**src/pdlc_pkg.sv**
```systemverilog
// Package for the password door lock controller: item types, codes and constants.
`default_nettype none
package pdlc_pkg;

    localparam int PW_LEN   = 6;
    localparam int PW_POS_W = (PW_LEN > 1) ? $clog2(PW_LEN) : 1;
    localparam int PW_W     = 8 * PW_LEN;

    localparam int CFG_ADDR_W = 5;
    localparam int CFG_DATA_W = 64;

    localparam logic [1:0] CFG_INIT_PW   = 2'd0;
    localparam logic [1:0] CFG_MAX_TRIES = 2'd1;
    localparam logic [1:0] CFG_TRAVEL    = 2'd2;
    localparam logic [1:0] CFG_CYCLE     = 2'd3;

    localparam logic [PW_W-1:0] INIT_PW_RST   = PW_W'(64'd54091677185334);
    localparam logic [7:0]      MAX_TRIES_RST = 8'd3;
    localparam logic [3:0]      TRAVEL_RST    = 4'd3;
    localparam logic [3:0]      CYCLE_RST     = 4'd10;

    localparam logic [7:0] CHAR_ENTER = 8'h65;  // 'e'
    localparam logic [7:0] CHAR_CHECK = 8'h63;  // 'c'
    localparam logic [7:0] CHAR_SET   = 8'h73;  // 's'
    localparam logic [7:0] CHAR_YES   = 8'h59;  // 'Y'
    localparam logic [7:0] CHAR_NO    = 8'h4E;  // 'N'
    localparam logic [7:0] CHAR_OK    = 8'h4B;  // 'K'

    localparam logic OP_BYTE = 1'b0;
    localparam logic OP_TICK = 1'b1;

    localparam logic [1:0] MOTOR_STOP  = 2'd0;
    localparam logic [1:0] MOTOR_OPEN  = 2'd1;
    localparam logic [1:0] MOTOR_CLOSE = 2'd2;

    typedef enum logic [3:0] {
        MODE_NONE  = 4'b0001,
        MODE_ENTER = 4'b0010,
        MODE_CHECK = 4'b0100,
        MODE_SET   = 4'b1000
    } t_mode;

    typedef struct packed {
        logic       operation;
        logic [7:0] rx_byte;
    } t_in_item;

    typedef struct packed {
        logic       reply_valid;
        logic [7:0] reply_byte;
        logic [1:0] motor_drive;
        logic       buzzer_on;
    } t_out_item;

endpackage
`default_nettype wire

```
**src/password_door_lock_controller.sv**
```systemverilog
// Top level of the password door lock controller.
`default_nettype none
// Takes one item per clock: a received serial byte or a one-second tick. The
// item is decoded, compared against the stored password and applied to the
// door timer combinationally, and its result item appears in the output
// register on the next cycle, so the sustained rate is one item per cycle
// while the receiver does not stall. The input side stalls only while a
// finished result sits in the output register and the receiver stalls it.
// Bytes e, c and s pick enter, check and set; six other bytes complete a
// password. APB registers: 0x00 (initial password, read back only; reset
// loads a fixed default), 0x08 (max tries), 0x10/0x18 (travel/cycle ticks).
module password_door_lock_controller (
    input  wire                                  i_clk,
    input  wire                                  i_rst_n,
    input  wire                                  i_in_valid,
    output logic                                 o_in_stall,
    input  wire  pdlc_pkg::t_in_item             i_in_data,
    output logic                                 o_out_valid,
    input  wire                                  i_out_stall,
    output pdlc_pkg::t_out_item                  o_out_data,
    input  wire                                  psel,
    input  wire                                  penable,
    input  wire                                  pwrite,
    input  wire  [pdlc_pkg::CFG_ADDR_W-1:0]      paddr,
    input  wire  [pdlc_pkg::CFG_DATA_W-1:0]      pwdata,
    output logic [pdlc_pkg::CFG_DATA_W-1:0]      prdata,
    output logic                                 pready
);

    typedef logic [7:0] t_byte;

    logic [pdlc_pkg::PW_W-1:0] r_init_pw;
    logic [7:0]                r_max_tries;
    logic [3:0]                r_travel;
    logic [3:0]                r_cycle;

    pdlc_pkg::t_mode              r_mode, n_mode;
    logic [pdlc_pkg::PW_POS_W-1:0] r_pos, n_pos;
    t_byte                         r_entered [pdlc_pkg::PW_LEN];
    t_byte                         r_stored  [pdlc_pkg::PW_LEN];
    logic [7:0]                    r_fails, n_fails;
    logic                          r_buzz, n_buzz;
    logic                          r_run, n_run;
    logic [3:0]                    r_cnt, n_cnt;
    logic                          r_closing, n_closing;
    logic [1:0]                    r_motor, n_motor;

    logic                 r_out_valid;
    pdlc_pkg::t_out_item  r_out_data, n_out_data;

    logic                 accept;
    logic                 cfg_wr;
    logic [1:0]           cfg_idx;
    logic                 store_byte;
    logic                 last_byte;
    logic                 do_set;
    t_byte                cand [pdlc_pkg::PW_LEN];

    assign pready     = 1'b1;
    assign cfg_wr     = psel & penable & pwrite;
    assign cfg_idx    = paddr[pdlc_pkg::CFG_ADDR_W-1:3];
    assign o_in_stall = r_out_valid & i_out_stall;
    assign accept     = i_in_valid & ~o_in_stall;
    assign o_out_valid = r_out_valid;
    assign o_out_data  = r_out_data;

    always_comb begin
        case (cfg_idx)
            pdlc_pkg::CFG_INIT_PW:   prdata = pdlc_pkg::CFG_DATA_W'(r_init_pw);
            pdlc_pkg::CFG_MAX_TRIES: prdata = pdlc_pkg::CFG_DATA_W'(r_max_tries);
            pdlc_pkg::CFG_TRAVEL:    prdata = pdlc_pkg::CFG_DATA_W'(r_travel);
            pdlc_pkg::CFG_CYCLE:     prdata = pdlc_pkg::CFG_DATA_W'(r_cycle);
            default:                 prdata = '0;
        endcase
    end

    always_ff @(posedge i_clk) begin
        if (!i_rst_n) begin
            r_init_pw   <= pdlc_pkg::INIT_PW_RST;
            r_max_tries <= pdlc_pkg::MAX_TRIES_RST;
            r_travel    <= pdlc_pkg::TRAVEL_RST;
            r_cycle     <= pdlc_pkg::CYCLE_RST;
        end else if (cfg_wr) begin
            case (cfg_idx)
                pdlc_pkg::CFG_INIT_PW:   r_init_pw   <= pwdata[pdlc_pkg::PW_W-1:0];
                pdlc_pkg::CFG_MAX_TRIES: r_max_tries <= pwdata[7:0];
                pdlc_pkg::CFG_TRAVEL:    r_travel    <= pwdata[3:0];
                pdlc_pkg::CFG_CYCLE:     r_cycle     <= pwdata[3:0];
                default: ;
            endcase
        end
    end

    always_comb begin
        logic       is_cmd;
        logic       match;
        logic [3:0] cnt_inc;

        n_mode    = r_mode;
        n_pos     = r_pos;
        n_fails   = r_fails;
        n_buzz    = r_buzz;
        n_run     = r_run;
        n_cnt     = r_cnt;
        n_closing = r_closing;
        n_motor   = r_motor;
        store_byte = 1'b0;
        last_byte  = 1'b0;
        do_set     = 1'b0;
        n_out_data = '0;
        is_cmd     = 1'b1;
        cnt_inc    = r_cnt + 4'd1;

        // Compare against the entry with the incoming byte dropped into its slot
        match = 1'b1;
        for (int i = 0; i < pdlc_pkg::PW_LEN; i++) begin
            cand[i] = (r_pos == pdlc_pkg::PW_POS_W'(i)) ? i_in_data.rx_byte : r_entered[i];
            if (cand[i] != r_stored[i]) match = 1'b0;
        end

        if (i_in_data.operation == pdlc_pkg::OP_TICK) begin
            if (r_run) begin
                n_cnt = cnt_inc;
                if (cnt_inc == r_cycle) begin
                    n_motor   = pdlc_pkg::MOTOR_CLOSE;
                    n_cnt     = 4'd0;
                    n_closing = 1'b1;
                end else if (cnt_inc == r_travel) begin
                    n_motor = pdlc_pkg::MOTOR_STOP;
                    if (r_closing) n_run = 1'b0;
                end
            end
        end else begin
            if (i_in_data.rx_byte == pdlc_pkg::CHAR_ENTER)      n_mode = pdlc_pkg::MODE_ENTER;
            else if (i_in_data.rx_byte == pdlc_pkg::CHAR_CHECK) n_mode = pdlc_pkg::MODE_CHECK;
            else if (i_in_data.rx_byte == pdlc_pkg::CHAR_SET)   n_mode = pdlc_pkg::MODE_SET;
            else is_cmd = 1'b0;

            if (!is_cmd && r_mode != pdlc_pkg::MODE_NONE) begin
                store_byte = 1'b1;
                last_byte  = (r_pos == pdlc_pkg::PW_POS_W'(pdlc_pkg::PW_LEN - 1));
                n_pos      = last_byte ? '0 : r_pos + 1'b1;
                if (last_byte) begin
                    if (r_mode == pdlc_pkg::MODE_SET) begin
                        do_set = 1'b1;
                    end else begin
                        n_out_data.reply_valid = 1'b1;
                        if (match) begin
                            n_fails = 8'd0;
                            n_buzz  = 1'b0;
                            if (r_mode == pdlc_pkg::MODE_ENTER) begin
                                n_out_data.reply_byte = pdlc_pkg::CHAR_YES;
                                n_motor   = pdlc_pkg::MOTOR_OPEN;
                                n_run     = 1'b1;
                                n_cnt     = 4'd0;
                                n_closing = 1'b0;
                            end else begin
                                n_out_data.reply_byte = pdlc_pkg::CHAR_OK;
                            end
                        end else begin
                            n_out_data.reply_byte = pdlc_pkg::CHAR_NO;
                            if (r_fails != 8'hFF) n_fails = r_fails + 8'd1;
                            if (n_fails == r_max_tries) n_buzz = 1'b1;
                        end
                    end
                end
            end
        end

        n_out_data.motor_drive = n_motor;
        n_out_data.buzzer_on   = n_buzz;
    end

    always_ff @(posedge i_clk) begin
        if (!i_rst_n) begin
            r_mode    <= pdlc_pkg::MODE_NONE;
            r_pos     <= '0;
            r_fails   <= 8'd0;
            r_buzz    <= 1'b0;
            r_run     <= 1'b0;
            r_cnt     <= 4'd0;
            r_closing <= 1'b0;
            r_motor   <= pdlc_pkg::MOTOR_STOP;
            for (int i = 0; i < pdlc_pkg::PW_LEN; i++) begin
                r_stored[i] <= pdlc_pkg::INIT_PW_RST[8*(pdlc_pkg::PW_LEN-1-i) +: 8];
            end
        end else if (accept) begin
            r_mode    <= n_mode;
            r_pos     <= n_pos;
            r_fails   <= n_fails;
            r_buzz    <= n_buzz;
            r_run     <= n_run;
            r_cnt     <= n_cnt;
            r_closing <= n_closing;
            r_motor   <= n_motor;
            if (do_set) begin
                for (int i = 0; i < pdlc_pkg::PW_LEN; i++) r_stored[i] <= cand[i];
            end
        end
    end

    // Entry bytes hold no reset; only written slots are ever compared
    always_ff @(posedge i_clk) begin
        if (accept && store_byte) begin
            for (int i = 0; i < pdlc_pkg::PW_LEN; i++) begin
                if (r_pos == pdlc_pkg::PW_POS_W'(i)) r_entered[i] <= i_in_data.rx_byte;
            end
        end
    end

    always_ff @(posedge i_clk) begin
        if (!i_rst_n) begin
            r_out_valid <= 1'b0;
        end else if (accept) begin
            r_out_valid <= 1'b1;
        end else if (!i_out_stall) begin
            r_out_valid <= 1'b0;
        end
    end

    always_ff @(posedge i_clk) begin
        if (accept) r_out_data <= n_out_data;
    end

endmodule
`default_nettype wire

```
**config.mk**
```make
export PLATFORM = sky130hd
export DESIGN_NAME = password_door_lock_controller
export DESIGN_NICKNAME = d
export VERILOG_FILES = /design/src/pdlc_pkg.sv /design/src/password_door_lock_controller.sv
export SDC_FILE = /design/constraint.sdc
export NUM_CORES = 1
export LEC_CHECK = 0
export ABC_AREA = 1
export BUFFER_PORTS_ARGS = -buffer_cell sky130_fd_sc_hd__buf_4
export CAP_MARGIN = 20
export CORE_MARGIN = 1
export CORE_UTILIZATION = 45
export CTS_CLUSTER_DIAMETER = 100
export DETAILED_ROUTE_END_ITERATION = 6
export GPL_TIMING_DRIVEN = 0
export PLACE_DENSITY = 0.66
export SETUP_SLACK_MARGIN = 0.02
export SLEW_MARGIN = 5
export SYNTH_ARGS = -nofsm -noshare
export SYNTH_HDL_FRONTEND = slang
export SYNTH_SLANG_ARGS = --single-unit
```
**constraint.sdc**
```tcl
create_clock -name i_clk -period 4 [get_ports i_clk]
set_input_delay 0.6 -clock i_clk [delete_from_list [all_inputs] [get_ports i_clk]]
set_output_delay 0.6 -clock i_clk [all_outputs]
set_load 0.02 [all_outputs]
```
; Word-level counts from Yosys, hierarchy flattened
; Memories as Yosys holds them, arrays and structs flattened.
; Index checks and enable logic that the tools add are counted.
[word_totals]
regBits = 101
ramBits = 96
inputBits = 85
out_inout_bits = 79
word_cells = 219
mem_count = 2
[classes]
n_addsub = 3
eq_ne = 28
n_mux = 124
bitwise = 16
reduce_logical = 28
[memory_table]
columns = name, depth, width, read_ports, rd_ports_with_merged_regs, write_ports, line_no
row1 = r_entered, 6, 8, 6, 0, 1, password_door_lock_controller.sv:39  ; t_byte r_entered [pdlc_pkg::PW_LEN];
row2 = r_stored, 6, 8, 6, 0, 6, password_door_lock_controller.sv:40  ; t_byte r_stored [pdlc_pkg::PW_LEN];
[ops]
columns = operator, count
row1 = one-hot mux 64 bit (4 select lines), 1
row2 = two-way mux 8 bit, 25
row3 = two-way mux 1 bit, 70
row4 = inequality test 8 bit, 6
row5 = two-way mux 4 bit, 11
row6 = OR reduction 8 bit, 5
row7 = "== test 8 x 7 -> 1 bit, second input constant", 3
row8 = two-way mux 2 bit, 9
row9 = two-way mux 3 bit, 6
row10 = two-way mux 9 bit, 1
row11 = "adder 8 x 1 -> 8 bit, second input constant", 1
row12 = == test 4 bit, 2
row13 = == test 8 bit, 1
row14 = "inequality test 8 bit, second input constant", 1
row15 = AND reduction 2 bit, 4
row16 = AND reduction 8 bit, 1
row17 = nonzero test 2 bit, 4
row18 = AND reduction 7 bit, 1
row19 = "== test 3 x 2 -> 1 bit, second input constant", 2
row20 = "== test 3 bit, second input constant", 2
row21 = "inequality test 2 x 1 -> 1 bit, second input constant", 3
row22 = inverter 1 bit, 6
row23 = bitwise OR 1 bit, 6
row24 = AND reduction 3 bit, 2
row25 = 21 further kinds, 26

; Longest topological paths before layout
[logic_depth]
depth_word = 21
mapped_depth = 20

; Worst setup path after synthesis
; No wires, ideal clock.
[synth_path]
kind = input to register
startpoint = input i_out_stall
endpoint = memory r_stored[0][0] in the netlist's numbering, enable pin
t_arrival_ns = 3.371
t_required_ns = 3.593
setup_slack_ns = 0.223
path_stages = 9
path_cell_list = nand2_1 > inv_1 > nor2_2 > inv_1 > nor2_2 > nand2_2 > nor2_1 > nand2_1 > nand2_1
[synth_rtl]
columns = element, line_no
row1 = "start, declared", password_door_lock_controller.sv:19  ; input wire i_out_stall,
row2 = "end, declared", password_door_lock_controller.sv:40

==> summary.md <==
| Metric | Value |
|---|---|
| Number of synthesized flops with an enable pin | roughly 110 |
| Final Cycle Share | 85.96% |
| Fmax | between 0.2 and 0.3 GHz |
| Synth top area cells | edfxtp_1 32%, dfxtp_1 18%, nand2_1 12% |
| Initial antenna violation count | 0 |
| Diode count | 0 |
| Buffers on Ports | between 100 and 150 |
| Grt total ovfl | 0 |
| Dpl hpwl | ~18,000 um |
| TritonCTS buffer count | 17 |
| Drt drc | 0 |
| Pwr Density | 358.2 nW/um^2 |
| Post-CTS Resized | 0 |
| Compound-Gate Fraction of Synth Area | under 10% |
| Slew @ Worst Pin | 0.8114 ns |
| Mux cell area share after synthesis | 0% |
| Synth Area in XOR/XNOR | under 10% |
| Max_slew headroom | between 40% and 50% |
| Crit Path Category | register to register |
| Final WL | approximately 25,000 um |
| Average size of a mapped cell | a little under 8 um^2 |
| CTS tree | done |
| Width of the die | 148.9 um |
| Antenna viol nets, final | 0 |
| Slew Viols, Final | 0 |
| Req. time, crit path | about 4.3 ns |
| Clock-pin slew on the worst setup and hold paths | roughly 0.070 ns |
| First-pass GRT wire length | 38,870 um |
| Most used DFF post-synth | edfxtp_1 |
| Finished Layout Cells | 1,669 |
| I/O pin total | 164 |
| Maximum buffer depth of the clock tree | 2 |
| Max Cap Viol | 0 |
| Crit Path Max Fanout | 16 |
| Dpl cells | around 1,600 |
| Simple-Gate Fraction of Synth Area | between 20% and 30% |
| Final TNS setup | 0 ns |
| DP Worst Slack | -0.1407 ns |
| Share of cells above drive strength 1 | between 15 and 20% |
| Nets | ~1,500 |
| FF+latch count, synth | a little under 200 |
| Iter 0 DRT Violations | 616 |
| RSZ-0062 raised after global routing | false |
| Yosys cell types | 40 |
| Cell Area, Synth | slightly below 10,000 um^2 |
| Area share of the largest cell type after synthesis | about a third |
| Vias in the first global route | around 7,600 |
| HP Class | input port to register |
| Worst EP arrival | ~3.7 ns |
| Syn. warnings | 0 |
| H-tree levels | 4 |
| GP Congestion | approximately 0.87 |
| Largest net degree at the start of global routing | 34 |
| Synth Instances | between 1,000 and 1,500 |
| Design Area, Final | 11,640 um^2 |
| Die area | around 22,000 um^2 |
| Worst clock skew | approximately 0.015 ns |
| Final Worst Setup Slack | 0.5618 ns |
| Clk Latency, worst-skew pair | roughly 0.44 ns |
| Number of cell rows | 53 |
| Root Driver | clkbuf_16 |
| Min Clock Period, post-route | around 3.4 ns |
| Wire per inst | ~15 um |
| Seq/Total Area, Yosys | between 50% and 60% |
| Setup Viol. Count Final | 0 |
| Top cell type by total area after synthesis | edfxtp_1 |
| Final hold slack | 0.3818 ns |
| Hold Vio Cnt, Final | 0 |
| Max VDD drop | 0.3066 mV |
| Most frequent cells in the layout | 311 x nand2_1, 156 x inv_1, 148 x buf_4, 134 x nor2_1 |
| Commonest non-fill, non-tap cell in the layout | nand2_1 |
| Sink Count | approximately 190 |
| Syn-to-layout area delta | 19.94% |
| Vias per cell | roughly 5.0 |
| Initial Util | a little under half |
| Crit. End Element | register |
| CTS Hold Buffers Added | 0 |
| Post-synthesis adder-cell area fraction | less than 1% |
| Tot GR Track Use | 22.76% |
| Via count | about 8,400 |
| Post-DP Area | approximately 11,000 um^2 |
| Status | finished, final reports clean |
| Main combinational cell family by area after synthesis | simple AND/OR/NAND/NOR gates |
| Critical path launch point type | register |
| Static Leak | between 5 and 6 nW |
| Synth async-reset ratio | 0% |
| DRT Pass-1 Iters | 5 |
| Setup Buffers After CTS | 0 |
| Core area | approximately 21,000 um^2 |
| Die H | about 150 um |
## flip-flops by register name, summed over array words and instances (netlist names)
register / flops
r_cnt: 4
o_out_valid: 1
r_travel: 4
r_cycle: 4
r_stored: 48
r_max_tries: 8
o_out_data: 9
r_buzz: 1
r_motor: 2
r_run: 1
r_entered: 48
r_pos: 3
r_mode: 4
r_fails: 8
r_init_pw: 48
r_closing: 1
## kinds of logic after synthesis
| kind of cell | Yosys count |
|---|---|
| and+or+nand+nor | 613 |
| buffers and inverters | 228 |
| DFF | 194 |
| AOI/OAI and AO/OA | 153 |
| xor gates and xnor gates | 27 |
| adders and majority gates | 3 |
| other | 2 |
## area by class of cell
class                   instances  area [um^2]
inverters                     164        620.6
clock buffers                  21        483.0
clock inverters                11        88.84
repair buffers                125        950.9
well taps                     275        344.1
flip-flops and latches        194         4935
fillers                      2008         9445
multi-input cells             815         3835
plain buffers                  64        385.4
## where the power goes
group,switching [mW],internal (mW),leakage [nW]
Sequential,0.0166,2.13,1.66
Combinational,0.215,0.133,3.37
Clock,0.770,0.908,0.292
## path summary, 6_finish.rpt
| path | from | end | slack (ns) | cells after the start |
|---|---|---|---|---|
| setup reg to reg | o_out_valid$_SDFFE_PN0P_ | r_stored[1][3]$_SDFFCE_PN0P_ | 0.56 | 12 |
| hold / removal | pwdata[21] | r_init_pw[21]$_SDFFE_PN1P_ | 0.38 | 3 |
| setup / recovery | o_out_valid$_SDFFE_PN0P_ | r_stored[1][3]$_SDFFCE_PN0P_ | 0.56 | 12 |
| hold reg to reg | r_init_pw[30]$_SDFFE_PN0P_ | r_init_pw[30]$_SDFFE_PN0P_ | 0.45 | 2 |
## worst max-delay path: stages (launching register included)
cell	delay [ns]
dfxtp_1	0.31
nand2_1	0.07
inv_1	0.06
nor2_2	0.55
inv_1	0.24
nor2_2	0.27
nand2_2	0.24
nor2_2	0.45
nand2_1	0.19
nor2_2	0.17
inv_2	0.14
clkbuf_1	0.34
a21oi_1	0.24
## synthesized netlist by cell type (5+ instances only)
| cell type | number |
|---|---|
| nand2_1 | 312 |
| inv_1 | 156 |
| nor2_1 | 135 |
| edfxtp_1 | 105 |
| nand3_1 | 105 |
| dfxtp_1 | 89 |
| a21oi_1 | 60 |
| o21ai_0 | 58 |
| buf_4 | 24 |
| clkbuf_1 | 24 |
| o211ai_1 | 21 |
| xor2_1 | 16 |
| nand3b_1 | 15 |
| xnor2_1 | 11 |
| nor3_1 | 9 |
| buf_2 | 8 |
| nand4_1 | 7 |
| nor2_2 | 7 |
| buf_6 | 6 |
| nand2_2 | 6 |
| o21ai_1 | 6 |
| or2_2 | 5 |
## per-layer routing
layer / up-vias / GRT usage [%] / wire (um)
met3: 29 / 4.281 / 1847
li1: 4233 / - / -
met5: - / 0 / 0
met2: 289 / 36.19 / 11070
met1: 3800 / 31.73 / 11400
met4: 0 / 6.173 / 316
## metrics by stage
stage | total power [mW] | util [%]
after floorplan | 2.378 | -
after global placement | 2.532 | 52.38
after detailed placement | 2.537 | 52.49
after CTS | 4.185 | 55.20
after global routing | 4.299 | 55.21
final | 4.171 | 55.21
No activity file was read; power rests on OpenSTA's default activity.
